==> config.mk <==
export PLATFORM = sky130hd
export DESIGN_NAME = bit_run_gamma_encoder
export DESIGN_NICKNAME = d
export VERILOG_FILES = /design/src/rtl/brge_pkg.sv /design/src/rtl/bit_run_gamma_encoder.sv
export SDC_FILE = /design/constraint.sdc
export NUM_CORES = 1
export LEC_CHECK = 0
export BUFFER_PORTS_ARGS = -buffer_cell sky130_fd_sc_hd__buf_2
export CORE_MARGIN = 4
export CORE_UTILIZATION = 61
export DETAILED_ROUTE_END_ITERATION = 8
export GPL_ROUTABILITY_DRIVEN = 0
export PLACE_DENSITY_LB_ADDON = 0.3
export SYNTH_ARGS = -nofsm -noshare
export SYNTH_HDL_FRONTEND = slang
export SYNTH_SLANG_ARGS = --single-unit
export TNS_END_PERCENT = 20
==> constraint.sdc <==
create_clock -name clock -period 6.1 [get_ports clock]
set_input_delay 0.305 -clock clock [delete_from_list [all_inputs] [get_ports clock]]
set_output_delay 0.305 -clock clock [all_outputs]
set_load 0.005 [all_outputs]
==> src/rtl/brge_pkg.sv <==
// ----------------------------------------------------------------------------
// brge_pkg
// Widths, field positions and limits of the bit run gamma encoder.
// ----------------------------------------------------------------------------
package brge_pkg;

   localparam int RUN_WIDTH   = 32;
   localparam int RUN_LOG_W   = $clog2(RUN_WIDTH);
   localparam int TOTAL_W     = 33;
   localparam int BYTE_W      = 8;
   localparam int FILL_W      = 3;
   localparam int NBITS_W     = 4;
   localparam int MAX_RESULTS = 12;
   localparam int RES_CNT_W   = $clog2(MAX_RESULTS);

   // Request data: flag_bits, valid_bits, zero fill.
   localparam int REQ_DATA_W  = 16;
   // Response data: code_byte, start_bit, total_runs, zero fill.
   localparam int RSP_DATA_W  = 48;
   localparam int START_POS   = BYTE_W;
   localparam int TOTAL_LSB   = BYTE_W + 1;

   typedef logic [RUN_WIDTH-1:0] run_type;
   typedef logic [TOTAL_W-1:0]   total_type;
   typedef logic [RUN_LOG_W-1:0] log_type;

   localparam run_type   RUN_TOP   = {1'b1, {(RUN_WIDTH-1){1'b0}}};
   localparam total_type TOTAL_MAX = '1;
   localparam logic [NBITS_W-1:0] FLAGS_PER_REQ = NBITS_W'(BYTE_W);
   localparam logic [RES_CNT_W-1:0] RES_LIMIT   = RES_CNT_W'(MAX_RESULTS - 1);
   localparam logic [FILL_W-1:0] FILL_LAST      = FILL_W'(BYTE_W - 1);

endpackage

==> src/rtl/bit_run_gamma_encoder.sv <==
// ----------------------------------------------------------------------------
// bit_run_gamma_encoder
// Splits a flag bitstream into runs and writes each run length as an Elias
// gamma code, packed MSB first into bytes.
// ----------------------------------------------------------------------------
//  channel | direction | tdata                               | tuser        | tlast
//  req_    | in        | flag_bits[7:0], valid_bits[11:8]    | -            | end_of_stream
//  rsp_    | out       | code_byte[7:0], start_bit[8],       | byte_present | final_res
//          |           | total_runs[41:9]                    |              |
//
//  A request is accepted in S_IDLE; S_BITS then takes its valid flag bits
//  one at a time, and every run of length n that a bit closes is sent out
//  as 2*floor(log2 n)+1 code bits, one per cycle unless a byte is stalled.
//  At end of stream the open run is coded and S_FINAL loads the final
//  response. Reset is synchronous and returns the block to the empty stream.
//  A completed code byte waits while the response register is still full.
// ----------------------------------------------------------------------------
module bit_run_gamma_encoder (
   input  logic                               clock,
   input  logic                               reset,
   input  logic                               req_tvalid,
   output logic                               req_tready,
   // flag_bits[7:0], valid_bits[11:8], zero fill above
   input  logic [brge_pkg::REQ_DATA_W-1:0]    req_tdata,
   input  logic                               req_tlast,
   output logic                               rsp_tvalid,
   input  logic                               rsp_tready,
   // code_byte[7:0], start_bit[8], total_runs[41:9], zero fill above
   output logic [brge_pkg::RSP_DATA_W-1:0]    rsp_tdata,
   // byte_present
   output logic                               rsp_tuser,
   output logic                               rsp_tlast
);
   import brge_pkg::*;

   localparam logic [2:0] S_IDLE  = 3'd0;
   localparam logic [2:0] S_BITS  = 3'd1;
   localparam logic [2:0] S_ZEROS = 3'd2;
   localparam logic [2:0] S_CODE  = 3'd3;
   localparam logic [2:0] S_FINAL = 3'd4;

   logic [2:0]            state_ff, state_in;
   logic [BYTE_W-1:0]     flags_ff, flags_in;
   logic [NBITS_W-1:0]    nbits_ff, nbits_in;
   logic                  eos_ff, eos_in;
   logic                  cur_ff, cur_in;
   logic                  seen_ff, seen_in;
   logic                  first_ff, first_in;
   logic                  tail_ff, tail_in;
   run_type               aligned_ff, aligned_in;
   run_type               step_ff, step_in;
   log_type               log_ff, log_in;
   total_type             total_ff, total_in;
   logic [BYTE_W-1:0]     pb_ff, pb_in;
   logic [FILL_W-1:0]     fill_ff, fill_in;
   run_type               code_ff, code_in;
   log_type               klen_ff, klen_in;
   log_type               cnt_ff, cnt_in;
   logic [RES_CNT_W-1:0]  res_cnt_ff, res_cnt_in;
   logic                  out_valid_ff, out_valid_in;
   logic [BYTE_W-1:0]     out_byte_ff, out_byte_in;
   logic                  out_present_ff, out_present_in;
   logic                  out_start_ff, out_start_in;
   total_type             out_total_ff, out_total_in;
   logic                  out_last_ff, out_last_in;

   logic [RUN_WIDTH:0]    sum;
   logic                  out_free;
   logic                  push_bit;
   logic                  byte_done;
   logic                  drop;
   logic                  stall;
   logic                  bit_now;
   logic [NBITS_W-1:0]    req_nbits;

   assign req_tready = (state_ff == S_IDLE);
   assign rsp_tvalid = out_valid_ff;
   assign rsp_tdata  = {{(RSP_DATA_W - TOTAL_W - 1 - BYTE_W){1'b0}},
                        out_total_ff, out_start_ff, out_byte_ff};
   assign rsp_tuser  = out_present_ff;
   assign rsp_tlast  = out_last_ff;

   assign req_nbits = (req_tdata[BYTE_W+NBITS_W-1:BYTE_W] > FLAGS_PER_REQ) ?
                      FLAGS_PER_REQ : req_tdata[BYTE_W+NBITS_W-1:BYTE_W];

   // The run length is kept left aligned: step is the weight of its lowest
   // bit, so a carry out means the length just reached a power of two.
   assign sum       = {1'b0, aligned_ff} + {1'b0, step_ff};
   assign out_free  = !out_valid_ff || rsp_tready;
   assign bit_now   = flags_ff[0];
   assign push_bit  = (state_ff == S_CODE) ? code_ff[RUN_WIDTH-1] : 1'b0;
   assign byte_done = (fill_ff == FILL_LAST);
   assign drop      = (res_cnt_ff == RES_LIMIT);
   assign stall     = byte_done && !drop && !out_free;

   always_comb begin
      state_in       = state_ff;
      flags_in       = flags_ff;
      nbits_in       = nbits_ff;
      eos_in         = eos_ff;
      cur_in         = cur_ff;
      seen_in        = seen_ff;
      first_in       = first_ff;
      tail_in        = tail_ff;
      aligned_in     = aligned_ff;
      step_in        = step_ff;
      log_in         = log_ff;
      total_in       = total_ff;
      pb_in          = pb_ff;
      fill_in        = fill_ff;
      code_in        = code_ff;
      klen_in        = klen_ff;
      cnt_in         = cnt_ff;
      res_cnt_in     = res_cnt_ff;
      out_valid_in   = out_valid_ff && !rsp_tready;
      out_byte_in    = out_byte_ff;
      out_present_in = out_present_ff;
      out_start_in   = out_start_ff;
      out_total_in   = out_total_ff;
      out_last_in    = out_last_ff;

      unique case (state_ff) inside
         S_IDLE: begin
            if (req_tvalid) begin
               flags_in   = req_tdata[BYTE_W-1:0];
               nbits_in   = req_nbits;
               eos_in     = req_tlast;
               res_cnt_in = '0;
               state_in   = S_BITS;
            end
         end
         S_BITS: begin
            if (nbits_ff != '0) begin
               flags_in = flags_ff >> 1;
               nbits_in = nbits_ff - 1'b1;
               if (!seen_ff) begin
                  seen_in    = 1'b1;
                  first_in   = bit_now;
                  cur_in     = bit_now;
                  aligned_in = RUN_TOP;
                  step_in    = RUN_TOP;
                  log_in     = '0;
               end else if (bit_now == cur_ff) begin
                  if (!sum[RUN_WIDTH]) begin
                     aligned_in = sum[RUN_WIDTH-1:0];
                  end else if (!step_ff[0]) begin
                     aligned_in = RUN_TOP;
                     step_in    = step_ff >> 1;
                     log_in     = log_ff + 1'b1;
                  end
               end else begin
                  // Close the run and start a new one with this bit.
                  code_in    = aligned_ff;
                  klen_in    = log_ff;
                  cnt_in     = log_ff;
                  total_in   = (total_ff == TOTAL_MAX) ? total_ff : total_ff + 1'b1;
                  cur_in     = bit_now;
                  aligned_in = RUN_TOP;
                  step_in    = RUN_TOP;
                  log_in     = '0;
                  state_in   = (log_ff == '0) ? S_CODE : S_ZEROS;
               end
            end else if (eos_ff) begin
               if (seen_ff && !tail_ff) begin
                  code_in  = aligned_ff;
                  klen_in  = log_ff;
                  cnt_in   = log_ff;
                  total_in = (total_ff == TOTAL_MAX) ? total_ff : total_ff + 1'b1;
                  tail_in  = 1'b1;
                  state_in = (log_ff == '0) ? S_CODE : S_ZEROS;
               end else begin
                  state_in = S_FINAL;
               end
            end else begin
               state_in = S_IDLE;
            end
         end
         S_ZEROS, S_CODE: begin
            if (!stall) begin
               pb_in   = {pb_ff[BYTE_W-2:0], push_bit};
               fill_in = fill_ff + 1'b1;
               if (byte_done && !drop) begin
                  out_valid_in   = 1'b1;
                  out_byte_in    = {pb_ff[BYTE_W-2:0], push_bit};
                  out_present_in = 1'b1;
                  out_start_in   = 1'b0;
                  out_total_in   = '0;
                  out_last_in    = 1'b0;
                  res_cnt_in     = res_cnt_ff + 1'b1;
               end
               if (state_ff == S_ZEROS) begin
                  cnt_in = cnt_ff - 1'b1;
                  if (cnt_ff == log_type'(1)) begin
                     cnt_in   = klen_ff;
                     state_in = S_CODE;
                  end
               end else begin
                  code_in = code_ff << 1;
                  cnt_in  = cnt_ff - 1'b1;
                  if (cnt_ff == '0) begin
                     state_in = S_BITS;
                  end
               end
            end
         end
         S_FINAL: begin
            if (out_free) begin
               out_valid_in   = 1'b1;
               out_present_in = (fill_ff != '0);
               out_byte_in    = (fill_ff == '0) ? '0 :
                                BYTE_W'(pb_ff << (NBITS_W'(BYTE_W) - {1'b0, fill_ff}));
               out_start_in   = seen_ff && first_ff;
               out_total_in   = total_ff;
               out_last_in    = 1'b1;
               cur_in         = 1'b0;
               seen_in        = 1'b0;
               first_in       = 1'b0;
               tail_in        = 1'b0;
               total_in       = '0;
               pb_in          = '0;
               fill_in        = '0;
               state_in       = S_IDLE;
            end
         end
         default: begin
            state_in = S_IDLE;
         end
      endcase
   end

   always_ff @(posedge clock) begin
      if (reset) begin
         state_ff     <= S_IDLE;
         cur_ff       <= 1'b0;
         seen_ff      <= 1'b0;
         first_ff     <= 1'b0;
         tail_ff      <= 1'b0;
         total_ff     <= '0;
         pb_ff        <= '0;
         fill_ff      <= '0;
         res_cnt_ff   <= '0;
         out_valid_ff <= 1'b0;
      end else begin
         state_ff     <= state_in;
         cur_ff       <= cur_in;
         seen_ff      <= seen_in;
         first_ff     <= first_in;
         tail_ff      <= tail_in;
         total_ff     <= total_in;
         pb_ff        <= pb_in;
         fill_ff      <= fill_in;
         res_cnt_ff   <= res_cnt_in;
         out_valid_ff <= out_valid_in;
      end
   end

   always_ff @(posedge clock) begin
      flags_ff       <= flags_in;
      nbits_ff       <= nbits_in;
      eos_ff         <= eos_in;
      aligned_ff     <= aligned_in;
      step_ff        <= step_in;
      log_ff         <= log_in;
      code_ff        <= code_in;
      klen_ff        <= klen_in;
      cnt_ff         <= cnt_in;
      out_byte_ff    <= out_byte_in;
      out_present_ff <= out_present_in;
      out_start_ff   <= out_start_in;
      out_total_ff   <= out_total_in;
      out_last_ff    <= out_last_in;
   end

endmodule

======== Word-level counts from Yosys, hierarchy flattened ========
Index checks and enable logic that the tools add are counted.
cells by class
  eq/ne operators ......................... 31
  shift-type cells ........................ 1
  reduce and logical (&&, ||, !) cells .... 43
  muxes and demuxes ....................... 98
  add/subtract/negate cells ............... 8
  $lt $le $gt $ge ......................... 1
operator list
  cell                                            count
  two-way mux 32 bit                              11
  two-way mux 33 bit                              10
  case mux 33 bit (2 select lines)                2
  two-way mux 8 bit                               8
  case mux 32 bit (2 select lines)                1
  two-way mux 5 bit                               10
  case mux 8 bit (2 select lines)                 3
  two-way mux 3 bit                               12
  adder 32 x 32 -> 33 bit                         1
  adder 33 x 1 -> 33 bit (second input constant)  1
  == test 33 bit (second input constant)          1
  two-way mux 4 bit                               6
  two-way mux 1 bit                               22
  != test 3 bit (second input constant)           7
  != test 2 bit (second input constant)           10
  AND reduction 4 bit                             5
  case mux 1 bit (2 select lines)                 8
  case mux 4 bit (2 select lines)                 2
  AND reduction 3 bit                             5
  AND reduction 7 bit                             2
  nonzero test 2 bit                              7
  case mux 3 bit (4 select lines)                 1
  AND reduction 6 bit                             2
  zero test 5 bit                                 2
  other kinds (29)                                43
storage, ports and cells
  input port bits ......................... 21
  register bits after elaboration ......... 224
  output and inout bits ................... 52

======== Logic depth before layout (Yosys ltp) ========
  word-level depth ........................ 6
  mapped depth ............................ 16
  depth with buffers taken out ............ 14

======== Worst setup path after synthesis ========
Ideal clock, no wire load.
  path kind ............................... register -> register
  from .................................... reg nbits_ff[0]
  to ...................................... reg code_ff[0] (enable)
  arrival time ............................ 4.670 ns
  path slack .............................. 0.917 ns
  stages on the path, launching flop included .. 8
  setup time .............................. 0.513 ns
  path through ............................ edfxtp_1 > inv_1 > ha_1 > nor3b_2 > nand2b_1 > clkbuf_2 > o32ai_1 > nor4b_1
on the way
  cells in the longest elaborated chain, start to end .. 3
  elaborated cells between the ends (all ways) .. 6
  those cells by class .................... eq/ne: 4; reduce/logical: 2
ends and longest elaborated chain
  what                                                            line                          RTL
  start, declared                                                 bit_run_gamma_encoder.sv:44   logic [NBITS_W-1:0] nbits_ff, nbits_in;
  start signal, assigned                                          bit_run_gamma_encoder.sv:259  nbits_ff <= nbits_in;
  nonzero test 4 bit (*)                                          bit_run_gamma_encoder.sv:133  if (nbits_ff != '0) begin
  != test 3 x 1 -> 1 bit (no line), or another cell as far along  --
  AND reduction 7 bit (no line) (*)                               --
  end signal, assigned                                            bit_run_gamma_encoder.sv:264  code_ff <= code_in;
  end, declared                                                   bit_run_gamma_encoder.sv:56   run_type code_ff, code_in;
Mark *: on every way between the ends. The rest lies on a longest branch, timed or not.
A chain may end at the register's enable or synchronous reset.

======== Worst setup path in the final report ========
  from .................................... reg step_ff[0]
  to ...................................... reg step_ff[10] (enable)
on the way
  cells in the longest elaborated chain, start to end .. 3
  elaborated cells between the ends (all ways) .. 4
  those cells by class .................... add/sub: 1; eq/ne: 2; reduce/logical: 1
ends and longest elaborated chain
  what                               line                          RTL
  start, declared                    bit_run_gamma_encoder.sv:51   run_type step_ff, step_in;
  start signal, assigned             bit_run_gamma_encoder.sv:262  step_ff <= step_in;
  adder 32 x 32 -> 33 bit            bit_run_gamma_encoder.sv:88   assign sum = {1'b0, aligned_ff} + {1'b0, step_ff};
  != test 3 bit (no line)            --
  AND reduction 4 bit (no line) (*)  --
Marked as above.

==> metrics.md <==
| Metric | Value |
|---|---|
| Outcome | `completed` |
| Final Max Tran Viols | `0` |
| Fin crit share | `~64%` |
| Register bit total from synthesis | `~220` |
| Syn avg cell area | `10.2 um2` |
| Post-DP HPWL | `15500 um` |
| Ys flop type | `edfxtp_1` |
| Post-Syn Instances | `1122` |
| Via count | `8306` |
| Nets | `1230` |
| Fmax achieved | `0.255 GHz` |
| Tmin final | `between 3 and 4 ns` |
| Mapped Area | `~11000 um2` |
| Die Y-Extent | `~140 um` |
| Final hold vios | `0` |
| Most frequent cells in the layout | `nand2_1 (194), edfxtp_1 (168), nor2_1 (116)` |
| Overall die width | `between 100 and 150 um` |
| Diode count | `0` |
| Critical path class | `flip-flop to flip-flop` |
| Placed cell areas | `11900 um2` |
| Number of enable flip-flop cells after synthesis | `approximately 170` |
| Max-cap violations | `0` |
| Post-Route Skew | `between 0.01 and 0.015 ns` |
| Cells along the critical path | `ha_1, fa_1, a211oi_2, nor3_2, o211ai_1, o221ai_2, a21oi_1, or2_2, a31oi_4, buf_4` |
| Pin count of the biggest net entering global routing | `45` |
| Final ANT Viol Nets | `0` |
| Most common cell after layout, fill and taps aside | `nand2_1` |
| I/O Pins | `73` |
| Cts bufs inserted | `23` |
| Design area | `12600 um2` |
| WL final | `around 23000 um` |
| Starting Density | `between 60% and 70%` |
| Initial antenna violation count | `0` |
| DIE AREA | `around 21000 um2` |
| Vias in the first global route | `around 8k` |
| Slew margin rel. | `about a fifth` |
| Clock transition at path regs | `about 0.060 ns` |
| Site Rows | `between 40 and 50` |
| I/O Buffers | `between 60 and 70` |
| Post-synth ARST share | `0%` |
| RSZ-0062 raised after global routing | `no` |
| Total setup buffers inserted after CTS | `0` |
| HP Class | `input pin to flip-flop` |
| Via density | `5.89` |
| Clock insertion delay at the later pin of the skew report | `between 0.5 and 0.6 ns` |
| Bufs on Longest Clock Path | `3` |
| Share of layout cells above drive strength 1 | `a little over a tenth` |
| Crit-path max FO | `22` |
| Crit-path max cell delay | `~0.52 ns` |
| Drt first pass iters | `5` |
| Slew @ Worst Pin | `1.20 ns` |
| Initial DRC count | `just over 700` |
| WL/cell | `roughly 16 um` |
| CP arrival | `~4.1 ns` |
| First-pass GRT wire length | `38900 um` |
| Final setup vio count | `0` |
| Area leader, netlist | `edfxtp_1` |
| Synthesis Warnings | `0` |
| CTS resizes | `0` |
| Core area | `~18000 um2` |
| Total GRT Usage | `21.7%` |
| Leakage | `slightly below 5 nW` |
| CP required | `6.27 ns` |
| Share of the synthesized area in the top cell type | `between 40% and 50%` |
| Drt drc | `0` |
| Max stage delay cell, worst path | `a31oi_4` |
| Power Density | `between 400 and 500 nW/um2` |
| Synth cell types | `between 70 and 80` |
| Area contributors post-synth | `edfxtp_1 (44%), dfxtp_1 (9.8%), nand2_1 (6.4%), ha_1 (4.8%), nor2_1 (3.9%)` |
| CP Launch Type | `flip-flop` |
| Final setup TNS | `0 ns` |
| Sequential area share after synthesis | `53.9%` |
| Clock root buffer | `clkbuf_16` |
| Endpoint class of the critical path | `flip-flop` |
| Total grt overflow | `0` |
| H-tree Lvls | `1` |
| Worst vdd ir | `~0.00033 V` |
| Area growth from synthesis to layout | `10.2%` |
| CTS tree | `yes` |
| Clock Sinks | `224` |
[power breakdown]
group | total, mW | internal (mW) | switching (mW) | leakage [nW]
Combinational | 1.68 | 0.583 | 1.09 | 2.48
Sequential | 2.20 | 2.04 | 0.166 | 2.05
Clock | 1.39 | 0.818 | 0.576 | 0.362
Total | 5.27 | 3.44 | 1.83 | 4.89
[worst max-delay path: cells and delay by family (launching register included)]
family / cells / cell delay, ns
buffers and inverters: 1 / 0.44
DFF: 1 / 0.44
and+or+nand+nor: 2 / 0.63
AOI/OAI and AO/OA: 5 / 1.52
adders and majority gates: 2 / 0.52
[kinds of logic after synthesis]
kind of cell	share of synthesized area [%]
AOI/OAI and AO/OA	9.71
other	0.0328
xor gates and xnor gates	4.59
buffers and inverters	3.53
adders and majority gates	4.98
and+or+nand+nor	21.3
muxes	2.00
DFF	53.9
[cell type report]
cell class / instances / area (um2)
sequential: 224 / 6170
fill: 1343 / 5600
multi-input combinational: 817 / 4940
clock buffer: 30 / 633
timing repair buffer: 69 / 365
tap: 229 / 287
clock inverter: 12 / 114
inverter: 29 / 109
[per-stage QoR]
step	utilization, %	cells	hold WS (ns)	setup WS (ns)	power (mW)
4_1_cts	69.3	1410	0.0450	2.21	5.28
6_report	69.3	1410	0.0624	2.18	5.27
3_5_place_dp	65.1	1367	0.483	2.26	3.87
3_3_place_gp	65.1	1367	0.471	2.35	3.83
2_1_floorplan	-	1127	0.404	0.917	3.50
5_1_grt	69.3	1410	0.0647	1.92	5.59
[sequential cells by signal, summed over array words and instances (netlist names), 3 cells and up]
name	count
total_ff	33
res_cnt_ff	4
log_ff	5
nbits_ff	4
aligned_ff	32
code_ff	32
klen_ff	5
out_total_ff	33
flags_ff	8
pb_ff	8
state_ff	3
step_ff	32
out_byte_ff	8
cnt_ff	5
fill_ff	3
[synthesized netlist by cell type, drive strengths merged, types with 3 or more instances]
cell type    n
o21bai       7
a21oi       60
clkbuf      36
nor4b        3
mux2i       15
nor4         3
nand3       33
dfxtp       56
inv         29
a31oi        5
mux4         3
and2        71
nand4       22
o211ai       6
buf         21
nor2       120
a22oi        3
o22ai        3
ha          44
and4         9
nand2      194
xor2        38
nor3b        5
and3         9
o2111ai      3
edfxtp     168
nor2b        9
o21ai       42
nand2b       9
a211oi      10
a21o        14
xnor2       22
nor3        18
o31ai        3
[routing by layer]
layer  global-route usage [%]  part of all wire (%)
met4                     6.03                   2.2
met3                     3.12                   6.3
met5                        0                     0
met2                     33.8                    45
met1                     32.1                    47
[timing repair]
item / CTS / global route
hold buffers: 1 / 0
endpoints found under the hold margin: 1 / 0
endpoints found under the setup margin: 0 / 0
[path summary, 6_finish.rpt]
| check | slack (ns) | to | cells after the start | startpoint |
|---|---|---|---|---|
| setup / recovery | 2.18 | step_ff[10] | 10 | step_ff[0] |
| hold / removal | 0.06 | flags_ff[0] | 3 | req_tdata[0] |
| setup reg to reg | 2.18 | step_ff[10] | 10 | step_ff[0] |
| hold reg to reg | 0.49 | pb_ff[7] | 2 | pb_ff[7] |
Power figures use the tool's default switching activity.
